===== src/design/svc_pkg.sv =====
`timescale 1ns / 1ps
// Package for the stereo volume soft clipper.
// Holds the pipeline control struct and the fixed curve constants; no dependencies.
package svc_pkg;

  // Number of register stages in the sample path, output register included.
  localparam int SVC_STAGES = 4;

  // Volume factor: reset value, unity point and the shift that divides by it.
  localparam logic [7:0] SVC_VOL_RESET  = 8'd128;
  localparam logic [7:0] SVC_VOL_UNITY  = 8'd128;
  localparam int         SVC_UNITY_SHIFT = 7;

  // Soft clip curve: knee, ceiling, and the magnitude where the curve goes flat.
  localparam logic [16:0] SVC_KNEE      = 17'd24576;
  localparam logic [16:0] SVC_CEIL      = 17'd32767;
  localparam logic [16:0] SVC_SAT_LEVEL = 17'd40958;

  // The curve divides the squared excess by 4 * 8191; 8191 is 2^13 - 1.
  localparam int          SVC_DIV_BITS = 13;
  localparam logic [13:0] SVC_DIV_BASE = 14'd8191;

  // Control that the pipeline controller hands to both lanes.
  typedef struct packed {
    logic [SVC_STAGES-1:0] load;
    logic [7:0]            factor;
  } svc_ctl_t;

endpackage


===== src/design/svc_in_if.sv =====
`timescale 1ns / 1ps
// Input channel: one stereo frame word with valid/ready.
// Standalone interface; no package dependency.
interface svc_in_if;
  logic               valid;
  logic               ready;
  logic signed [15:0] left_sample;
  logic signed [15:0] right_sample;
  logic               buffer_end;

  modport source (output valid, output left_sample, output right_sample,
                  output buffer_end, input ready);
  modport sink   (input valid, input left_sample, input right_sample,
                  input buffer_end, output ready);
endinterface


===== src/design/svc_out_if.sv =====
`timescale 1ns / 1ps
// Result channel: one processed stereo frame word with valid/ready.
// Standalone interface; no package dependency.
interface svc_out_if;
  logic               valid;
  logic               ready;
  logic signed [15:0] left_out;
  logic signed [15:0] right_out;
  logic               buffer_end_out;

  modport source (output valid, output left_out, output right_out,
                  output buffer_end_out, input ready);
  modport sink   (input valid, input left_out, input right_out,
                  input buffer_end_out, output ready);
endinterface


===== src/design/svc_cfg_if.sv =====
`timescale 1ns / 1ps
// Configuration channel: one volume factor word with valid/ready.
// Standalone interface; no package dependency.
interface svc_cfg_if;
  logic       valid;
  logic       ready;
  logic [7:0] volume_factor;

  modport source (output valid, output volume_factor, input ready);
  modport sink   (input valid, input volume_factor, output ready);
endinterface


===== src/design/svc_lane.sv =====
`timescale 1ns / 1ps
// One channel of the sample path: scale, magnitude, square, bend, in four stages.
// Depends on svc_pkg for the curve constants and the control struct.
module svc_lane (
  input  logic               clk,
  input  logic               rst_n,
  input  svc_pkg::svc_ctl_t  ctl,
  input  logic signed [15:0] sample,
  output logic signed [15:0] result
);
  import svc_pkg::*;

  // Stage 1: product of sample and volume factor.
  logic signed [24:0] prod1_r, prod1_nxt;
  logic               boost1_r, boost1_nxt;

  // Stage 2: magnitude of the scaled sample and its sign.
  logic signed [24:0] round2;
  logic signed [17:0] scaled2;
  logic        [17:0] abs2;
  logic        [16:0] mag2_r, mag2_nxt;
  logic               neg2_r, neg2_nxt;
  logic               boost2_r;

  // Stage 3: excess over the knee, its square and the curve flags.
  logic [16:0] over_full3;
  logic [13:0] over3_r, over3_nxt;
  logic [27:0] sq3_r, sq3_nxt;
  logic [16:0] mag3_r;
  logic        neg3_r;
  logic        shape3_r, shape3_nxt;
  logic        sat3_r, sat3_nxt;

  // Stage 4: divide the square, bend the magnitude, restore the sign.
  logic [25:0] quarter4;
  logic [12:0] q0_4;
  logic [13:0] rem4;
  logic [12:0] quot4;
  logic [15:0] bent4;
  logic [16:0] mag_fin4;
  logic [16:0] signed_fin4;
  logic [15:0] res4_r, res4_nxt;

  // Stage 1 logic: a 16 by 9 signed multiply.
  always_comb begin
    prod1_nxt  = sample * $signed({1'b0, ctl.factor});
    boost1_nxt = (ctl.factor > SVC_VOL_UNITY);
  end

  // Stage 2 logic: divide by the unity factor, truncating toward zero.
  always_comb begin
    neg2_nxt = prod1_r[24];
    round2   = prod1_r + (prod1_r[24] ? 25'sd127 : 25'sd0);
    scaled2  = round2[24:SVC_UNITY_SHIFT];
    abs2     = neg2_nxt ? 18'(-scaled2) : 18'(scaled2);
    mag2_nxt = abs2[16:0];
  end

  // Stage 3 logic: excess over the knee and its square.
  always_comb begin
    over_full3 = mag2_r - SVC_KNEE;
    over3_nxt  = over_full3[13:0];
    sq3_nxt    = 28'(over3_nxt) * 28'(over3_nxt);
    shape3_nxt = boost2_r && (mag2_r > SVC_KNEE);
    sat3_nxt   = (mag2_r >= SVC_SAT_LEVEL);
  end

  // Stage 4 logic: floor(sq / 32764) as floor(floor(sq / 4) / 8191).
  // With 8191 = 2^13 - 1 the remainder of the shift estimate stays below
  // twice the divisor, so one compare finishes the quotient.
  always_comb begin
    quarter4 = sq3_r[27:2];
    q0_4     = quarter4[25:SVC_DIV_BITS];
    rem4     = {1'b0, quarter4[SVC_DIV_BITS-1:0]} + {1'b0, q0_4};
    quot4    = q0_4 + ((rem4 >= SVC_DIV_BASE) ? 13'd1 : 13'd0);
    bent4    = SVC_KNEE[15:0] + {2'b00, over3_r} - {3'b000, quot4};
    if (shape3_r) begin
      mag_fin4 = sat3_r ? SVC_CEIL : {1'b0, bent4};
    end else begin
      mag_fin4 = mag3_r;
    end
    signed_fin4 = neg3_r ? (~mag_fin4 + 17'd1) : mag_fin4;
    res4_nxt    = signed_fin4[15:0];
  end

  // Stage registers; each loads when its control bit says a word moves in.
  always_ff @(posedge clk) begin
    if (ctl.load[0]) begin
      prod1_r  <= prod1_nxt;
      boost1_r <= boost1_nxt;
    end
    if (ctl.load[1]) begin
      mag2_r   <= mag2_nxt;
      neg2_r   <= neg2_nxt;
      boost2_r <= boost1_r;
    end
    if (ctl.load[2]) begin
      over3_r  <= over3_nxt;
      sq3_r    <= sq3_nxt;
      mag3_r   <= mag2_r;
      neg3_r   <= neg2_r;
      shape3_r <= shape3_nxt;
      sat3_r   <= sat3_nxt;
    end
    if (ctl.load[3]) begin
      res4_r <= res4_nxt;
    end
  end

  assign result = $signed(res4_r);

  // The single correction step must leave a remainder below twice the divisor.
  a_rem_bound: assert property (@(posedge clk) disable iff (!rst_n)
    (shape3_r && !sat3_r) |-> (rem4 < {SVC_DIV_BASE[12:0], 1'b0}))
    else $error("svc_lane: divide remainder out of range");

  // A bent magnitude never passes the ceiling.
  a_bent_ceiling: assert property (@(posedge clk) disable iff (!rst_n)
    (shape3_r && !sat3_r) |-> ({1'b0, bent4} <= SVC_CEIL))
    else $error("svc_lane: bent magnitude above ceiling");

endmodule


===== src/design/svc_ctrl.sv =====
`timescale 1ns / 1ps
// Pipeline control: volume register, per-stage valid bits, ready chain, end-mark path.
// Depends on svc_pkg for the stage count and the control struct.
module svc_ctrl (
  input  logic              clk,
  input  logic              rst_n,
  input  logic              in_valid,
  output logic              in_ready,
  input  logic              in_buffer_end,
  output logic              out_valid,
  input  logic              out_ready,
  output logic              out_buffer_end,
  input  logic              cfg_valid,
  output logic              cfg_ready,
  input  logic [7:0]        cfg_data,
  output svc_pkg::svc_ctl_t ctl
);
  import svc_pkg::*;

  logic [7:0]            volume_r, volume_nxt;
  logic [SVC_STAGES-1:0] valid_r, valid_nxt;
  logic [SVC_STAGES-1:0] end_r;
  logic [SVC_STAGES-1:0] rdy;
  logic [SVC_STAGES-1:0] feed;
  logic [SVC_STAGES-1:0] load;

  // Takes every volume write; writes must come only while idle, not enforced here.
  assign cfg_ready  = 1'b1;
  assign volume_nxt = (cfg_valid) ? cfg_data : volume_r;

  // A stage can take a word when it is empty or its word moves on this cycle.
  always_comb begin
    rdy[SVC_STAGES-1] = !valid_r[SVC_STAGES-1] || out_ready;
    for (int k = SVC_STAGES - 2; k >= 0; k--) begin
      rdy[k] = !valid_r[k] || rdy[k+1];
    end
  end

  // What each stage would receive, and whether a real word moves into it.
  always_comb begin
    feed[0] = in_valid;
    for (int k = 1; k < SVC_STAGES; k++) begin
      feed[k] = valid_r[k-1];
    end
    load = rdy & feed;
    for (int k = 0; k < SVC_STAGES; k++) begin
      valid_nxt[k] = rdy[k] ? feed[k] : valid_r[k];
    end
  end

  // Control state.
  always_ff @(posedge clk) begin
    if (!rst_n) begin
      volume_r <= SVC_VOL_RESET;
      valid_r  <= '0;
    end else begin
      volume_r <= volume_nxt;
      valid_r  <= valid_nxt;
    end
  end

  // The end-of-buffer mark rides alongside the samples.
  always_ff @(posedge clk) begin
    if (load[0]) begin
      end_r[0] <= in_buffer_end;
    end
    for (int k = 1; k < SVC_STAGES; k++) begin
      if (load[k]) begin
        end_r[k] <= end_r[k-1];
      end
    end
  end

  assign in_ready       = rdy[0];
  assign out_valid      = valid_r[SVC_STAGES-1];
  assign out_buffer_end = end_r[SVC_STAGES-1];
  assign ctl.load       = load;
  assign ctl.factor     = volume_r;

  // A held result must not be overwritten.
  a_no_overwrite: assert property (@(posedge clk) disable iff (!rst_n)
    (out_valid && !out_ready) |-> !load[SVC_STAGES-1])
    else $error("svc_ctrl: output register loaded while stalled");

  // A blocked word in the middle of the pipe is still there next cycle.
  a_mid_hold: assert property (@(posedge clk) disable iff (!rst_n)
    (valid_r[1] && !rdy[2]) |=> valid_r[1])
    else $error("svc_ctrl: stalled word lost in stage two");

  // An empty first stage always accepts.
  a_bubble_accept: assert property (@(posedge clk) disable iff (!rst_n)
    !valid_r[0] |-> in_ready)
    else $error("svc_ctrl: empty first stage not ready");

endmodule


===== src/design/stereo_volume_soft_clipper.sv =====
`timescale 1ns / 1ps
// Stereo volume with quadratic soft clip: top level, two lanes and a controller.
// A frame accepted into the stage 1 register moves through stages 2 and 3 into the output register.
// Throughput: one frame per cycle while the output is not stalled; each stage holds one word and the ready chain
// lets empty stages fill while the output is stalled.
// Reset (rst_n, synchronous, active low) empties the pipe and sets volume to 128.
// Depends on svc_pkg, svc_in_if, svc_out_if, svc_cfg_if, svc_lane and svc_ctrl.
module stereo_volume_soft_clipper (
  input  logic      clk,
  input  logic      rst_n,
  svc_in_if.sink    in_if,
  svc_out_if.source out_if,
  svc_cfg_if.sink   cfg_if
);
  import svc_pkg::*;

  svc_ctl_t ctl;

  // Handshakes, volume register and valid bits.
  svc_ctrl u_ctrl (
    .clk            (clk),
    .rst_n          (rst_n),
    .in_valid       (in_if.valid),
    .in_ready       (in_if.ready),
    .in_buffer_end  (in_if.buffer_end),
    .out_valid      (out_if.valid),
    .out_ready      (out_if.ready),
    .out_buffer_end (out_if.buffer_end_out),
    .cfg_valid      (cfg_if.valid),
    .cfg_ready      (cfg_if.ready),
    .cfg_data       (cfg_if.volume_factor),
    .ctl            (ctl)
  );

  // Left channel sample path.
  svc_lane u_lane_left (
    .clk    (clk),
    .rst_n  (rst_n),
    .ctl    (ctl),
    .sample (in_if.left_sample),
    .result (out_if.left_out)
  );

  // Right channel sample path.
  svc_lane u_lane_right (
    .clk    (clk),
    .rst_n  (rst_n),
    .ctl    (ctl),
    .sample (in_if.right_sample),
    .result (out_if.right_out)
  );

endmodule

===== src/flat_wrapper.sv =====
// flat-port wrapper written by rule: the top's interface ports become plain ports
module stereo_volume_soft_clipper_flat import svc_pkg::*;
  (clk, rst_n, in_if_valid, in_if_left_sample, in_if_right_sample, in_if_buffer_end, in_if_ready, out_if_valid, out_if_left_out, out_if_right_out, out_if_buffer_end_out, out_if_ready, cfg_if_valid, cfg_if_volume_factor, cfg_if_ready);
  svc_in_if in_if_i ();
  svc_out_if out_if_i ();
  svc_cfg_if cfg_if_i ();
  input  logic clk;
  input  logic rst_n;
  input wire logic [$bits(in_if_i.valid)-1:0] in_if_valid;
  input wire logic [$bits(in_if_i.left_sample)-1:0] in_if_left_sample;
  input wire logic [$bits(in_if_i.right_sample)-1:0] in_if_right_sample;
  input wire logic [$bits(in_if_i.buffer_end)-1:0] in_if_buffer_end;
  output wire logic [$bits(in_if_i.ready)-1:0] in_if_ready;
  output wire logic [$bits(out_if_i.valid)-1:0] out_if_valid;
  output wire logic [$bits(out_if_i.left_out)-1:0] out_if_left_out;
  output wire logic [$bits(out_if_i.right_out)-1:0] out_if_right_out;
  output wire logic [$bits(out_if_i.buffer_end_out)-1:0] out_if_buffer_end_out;
  input wire logic [$bits(out_if_i.ready)-1:0] out_if_ready;
  input wire logic [$bits(cfg_if_i.valid)-1:0] cfg_if_valid;
  input wire logic [$bits(cfg_if_i.volume_factor)-1:0] cfg_if_volume_factor;
  output wire logic [$bits(cfg_if_i.ready)-1:0] cfg_if_ready;
  assign in_if_i.valid = in_if_valid;
  assign in_if_i.left_sample = in_if_left_sample;
  assign in_if_i.right_sample = in_if_right_sample;
  assign in_if_i.buffer_end = in_if_buffer_end;
  assign in_if_ready = in_if_i.ready;
  assign out_if_valid = out_if_i.valid;
  assign out_if_left_out = out_if_i.left_out;
  assign out_if_right_out = out_if_i.right_out;
  assign out_if_buffer_end_out = out_if_i.buffer_end_out;
  assign out_if_i.ready = out_if_ready;
  assign cfg_if_i.valid = cfg_if_valid;
  assign cfg_if_i.volume_factor = cfg_if_volume_factor;
  assign cfg_if_ready = cfg_if_i.ready;
  stereo_volume_soft_clipper u_core (.clk(clk), .rst_n(rst_n), .in_if(in_if_i), .out_if(out_if_i), .cfg_if(cfg_if_i));
endmodule

===== config.mk =====
export PLATFORM = sky130hd
export DESIGN_NAME = stereo_volume_soft_clipper_flat
export DESIGN_NICKNAME = d
export VERILOG_FILES = /design/src/design/svc_pkg.sv /design/src/design/svc_in_if.sv /design/src/design/svc_out_if.sv /design/src/design/svc_cfg_if.sv /design/src/design/svc_lane.sv /design/src/design/svc_ctrl.sv /design/src/design/stereo_volume_soft_clipper.sv /design/src/flat_wrapper.sv
export SDC_FILE = /design/constraint.sdc
export NUM_CORES = 2
export LEC_CHECK = 0
export BUFFER_PORTS_ARGS = -buffer_cell sky130_fd_sc_hd__clkbuf_2
export CAP_MARGIN = 10
export CELL_PAD_IN_SITES_DETAIL_PLACEMENT = 0
export CELL_PAD_IN_SITES_GLOBAL_PLACEMENT = 1
export CORE_MARGIN = 4
export CORE_UTILIZATION = 40
export CTS_CLUSTER_DIAMETER = 150
export DETAILED_ROUTE_END_ITERATION = 7
export PLACE_DENSITY_LB_ADDON = 0.12
export SYNTH_ARGS = -nofsm -noshare
export SYNTH_HDL_FRONTEND = slang
export SYNTH_SLANG_ARGS = --single-unit
export TNS_END_PERCENT = 50

===== constraint.sdc =====
create_clock -name clk -period 8 [get_ports clk]
set_clock_uncertainty 0.15 [all_clocks]
set_input_delay 0.8 -clock clk [delete_from_list [all_inputs] [get_ports clk]]
set_output_delay 0.8 -clock clk [all_outputs]
set_load 0.005 [all_outputs]

==> key figures <==
Timing
  – Final worst path period share: 90.2%
  – Final setup fails: 0
  – Hold Vio Cnt, Final: 0
  – Final Critical Period: 7.22 ns
  – Slew Limit Fails: 0
  – Setup TNS: 0 ns
  – Relative slew slack: 28.6%
  – Highest clock rate: 0.139 GHz
  – RSZ-0062 raised after global routing: false
  – Least-Margin Pin Slew: 1.07 ns

Critical path
  – Reg2reg path depth: 22
  – Buffers plus inverters on the worst setup path: 5
  – Slowest CP cell: edfxtp_1
  – CP Data Arrival Time: 7.38 ns
  – CP peak stage delay: 0.68 ns
  – Critical Path RT: 8.16 ns
  – Stages on the worst setup path: 22
  – Worst Path Max Fanout: 15
  – Delay-heaviest family, CP: adder cells
  – Critical Path Source Type: flop
  – Worst Setup Path Type: flop to flop
  – Crit path cell chain: inv_1 > nor2_1 > fa_1 > inv_1 > fa_1 > fa_1 > inv_1 > ha_1 > inv_1 > fa_1 > inv_1 > fa_1 > ha_1 > o21ai_0 > a21oi_1 > a221oi_1 > o21ai_0 > a221oi_1 > o21ai_0 > a21o_1 > a31oi_1 > xnor2_1
  – Worst setup EP type: flop

Clock network
  – Clk root buf: clkbuf_16
  – CTS Buffer Depth: 3
  – Cts hold-fix bufs: 0
  – Clk pin slew, worst setup/hold paths: 0.06 ns
  – Htree depth: 1
  – CTS-repair resized insts: 0
  – CTS tree: built
  – Skew-Pair Late Insertion Delay: 0.57 ns
  – CTS Sinks: 228
  – Total setup buffers inserted after CTS: 0
  – CTS Buf Count: 31

Route
  – Final Routed Wirelength: 75100 um
  – Drt first pass iters: 5
  – DR vias: 22500
  – Antenna Violating Nets Remaining: 0
  – Initial detailed-routing violation count: 987
  – WL per Instance: 16.7 um
  – Vias per cell: 5.02
  – Remaining DRCs: 0

Floorplan
  – Die area: 86500 um2
  – I/O Pins: 82
  – Core area: 80800 um2
  – Initial Utilization: 40.5%
  – Die width: 294 um
  – Row count: 104
  – Die H: 294 um

Global route
  – Vias in the first global route: 24300
  – Gr usage total: 18.0%
  – First-pass GRT wire length: 128000 um
  – Grt ovf: 0
  – Largest net degree at the start of global routing: 63
  – Antenna violations before repair: 0

Yosys
  – Unique masters post-synth: 86
  – Post-synthesis net count: 4208
  – Ys Warns: 0
  – Synth area leader: fa_1
  – Syn Inst Count: 3347
  – Count of state elements after synthesis: 228
  – Top FF cell, synth: edfxtp_1
  – Seq/Total Area, Yosys: 20.5%
  – Synthesized area per cell: 9.78 um2
  – Count leader, synth: inv_1
  – Post-synth EDFFs: 216
  – Post-synth ARST share: 0%
  – Synth top area cells: fa_1 27%, edfxtp_1 20%, ha_1 14%, inv_1 6.9%, and2_1 5.1%
  – Synth Cell Area: 32700 um2
  – Commonest cells in the netlist: 601 x inv_1, 444 x fa_1, 371 x ha_1, 266 x and2_1, 241 x nand2_1
  – Share of the synthesized area in the top cell type: 27.1%

Layout
  – Fillcell total: 7805
  – Util after Layout: 43.9%
  – Area growth from synthesis to layout: 8.32%
  – Area of the multi-input gates: 23500 um2
  – Ant. Diodes: 0
  – Share of layout cells above drive strength 1: 5.64%
  – Non-filler instance count after layout: 4485
  – Reg area: 6730 um2
  – Fin nets: 4262

Outcome
  – Status: complete, no violations

Placed design
  – # placed instances: 4428
  – Port Buffer Count: 80
  – Post-DP HPWL: 62400 um
  – GP Congestion: 0.851

Hold path
  – Hold path depth: 0
  – Worst min path class: flop to flop

Run
  – Maxcap violations: 0
final cells by class:
type	count	share of cell area [%]
clock buffer	37	2.46
clock inverter	20	0.621
inverter	602	6.37
multi-input combinational	2432	66.2
sequential	228	19.0
tap	1060	3.74
timing repair buffer	106	1.68
final timing paths:
check / startpoint / end / slack (ns)
worst min register to register: u_core.u_ctrl.end_r[2] / u_core.u_ctrl.end_r[3] / 0.27
worst max-delay path: u_core.u_lane_left.mag2_r[2] / u_core.u_lane_left.sq3_r[26] / 0.78
worst max register to register: u_core.u_lane_left.mag2_r[2] / u_core.u_lane_left.sq3_r[26] / 0.78
worst min-delay path: u_core.u_ctrl.end_r[2] / u_core.u_ctrl.end_r[3] / 0.27
layer usage:
metal / GRT usage (%) / routed length [um] / vias up
li1: - / - / 11100
met1: 25.3 / 36200 / 11100
met3: 2.03 / 2430 / 57
met2: 30.9 / 35600 / 338
met4: 2.17 / 906 / 0
met5: 0 / 0 / -
through the flow:
| stage | worst slack, ns | hold WS [ns] | area (um2) |
|---|---|---|---|
| floorplan | 1.59 | 0.250 | 32700 |
| global placement | 1.01 | 0.254 | 34400 |
| detailed placement | 0.846 | 0.265 | 34400 |
| CTS | 0.815 | 0.225 | 35500 |
| global route | 0.333 | 0.240 | 35500 |
| finish | 0.784 | 0.272 | 35500 |
logic make-up after synthesis:
family          Yosys count  synth area share [%]
mux                      17                 0.535
compound gates          453                  9.11
buf+inv                 687                  7.91
xor+xnor                225                  6.02
simple gates            921                  14.5
fa+ha+maj               815                  41.3
flops                   228                  20.5
other cells               1                0.0115
flip-flops by register name, indices dropped and copies added (netlist names), 3 cells and up:
signal                       count
u_core.u_ctrl.end_r              4
u_core.u_ctrl.valid_r            4
u_core.u_ctrl.volume_r           8
u_core.u_lane_left.mag2_r       17
u_core.u_lane_left.mag3_r        3
u_core.u_lane_left.over3_r      14
u_core.u_lane_left.prod1_r      25
u_core.u_lane_left.result       16
u_core.u_lane_left.sq3_r        26
u_core.u_lane_right.mag2_r      17
u_core.u_lane_right.mag3_r       3
u_core.u_lane_right.over3_r     14
u_core.u_lane_right.prod1_r     25
u_core.u_lane_right.result      16
u_core.u_lane_right.sq3_r       26
cell usage in the layout, fill, tap and decap left out, types with 33 or more instances in the layout:
master	instances
a21o_1	45
a21oi_1	126
and2_1	266
clkbuf_16	33
clkbuf_2	80
edfxtp_1	216
fa_1	444
ha_1	371
inv_1	601
nand2_1	241
nand3_1	47
nor2_1	148
nor2b_1	46
nor3_1	36
o21ai_0	88
xnor2_1	150
xor2_1	75
Power is not shown: default switching activity piles up to over one toggle a cycle in this logic, so the estimate is an artifact.
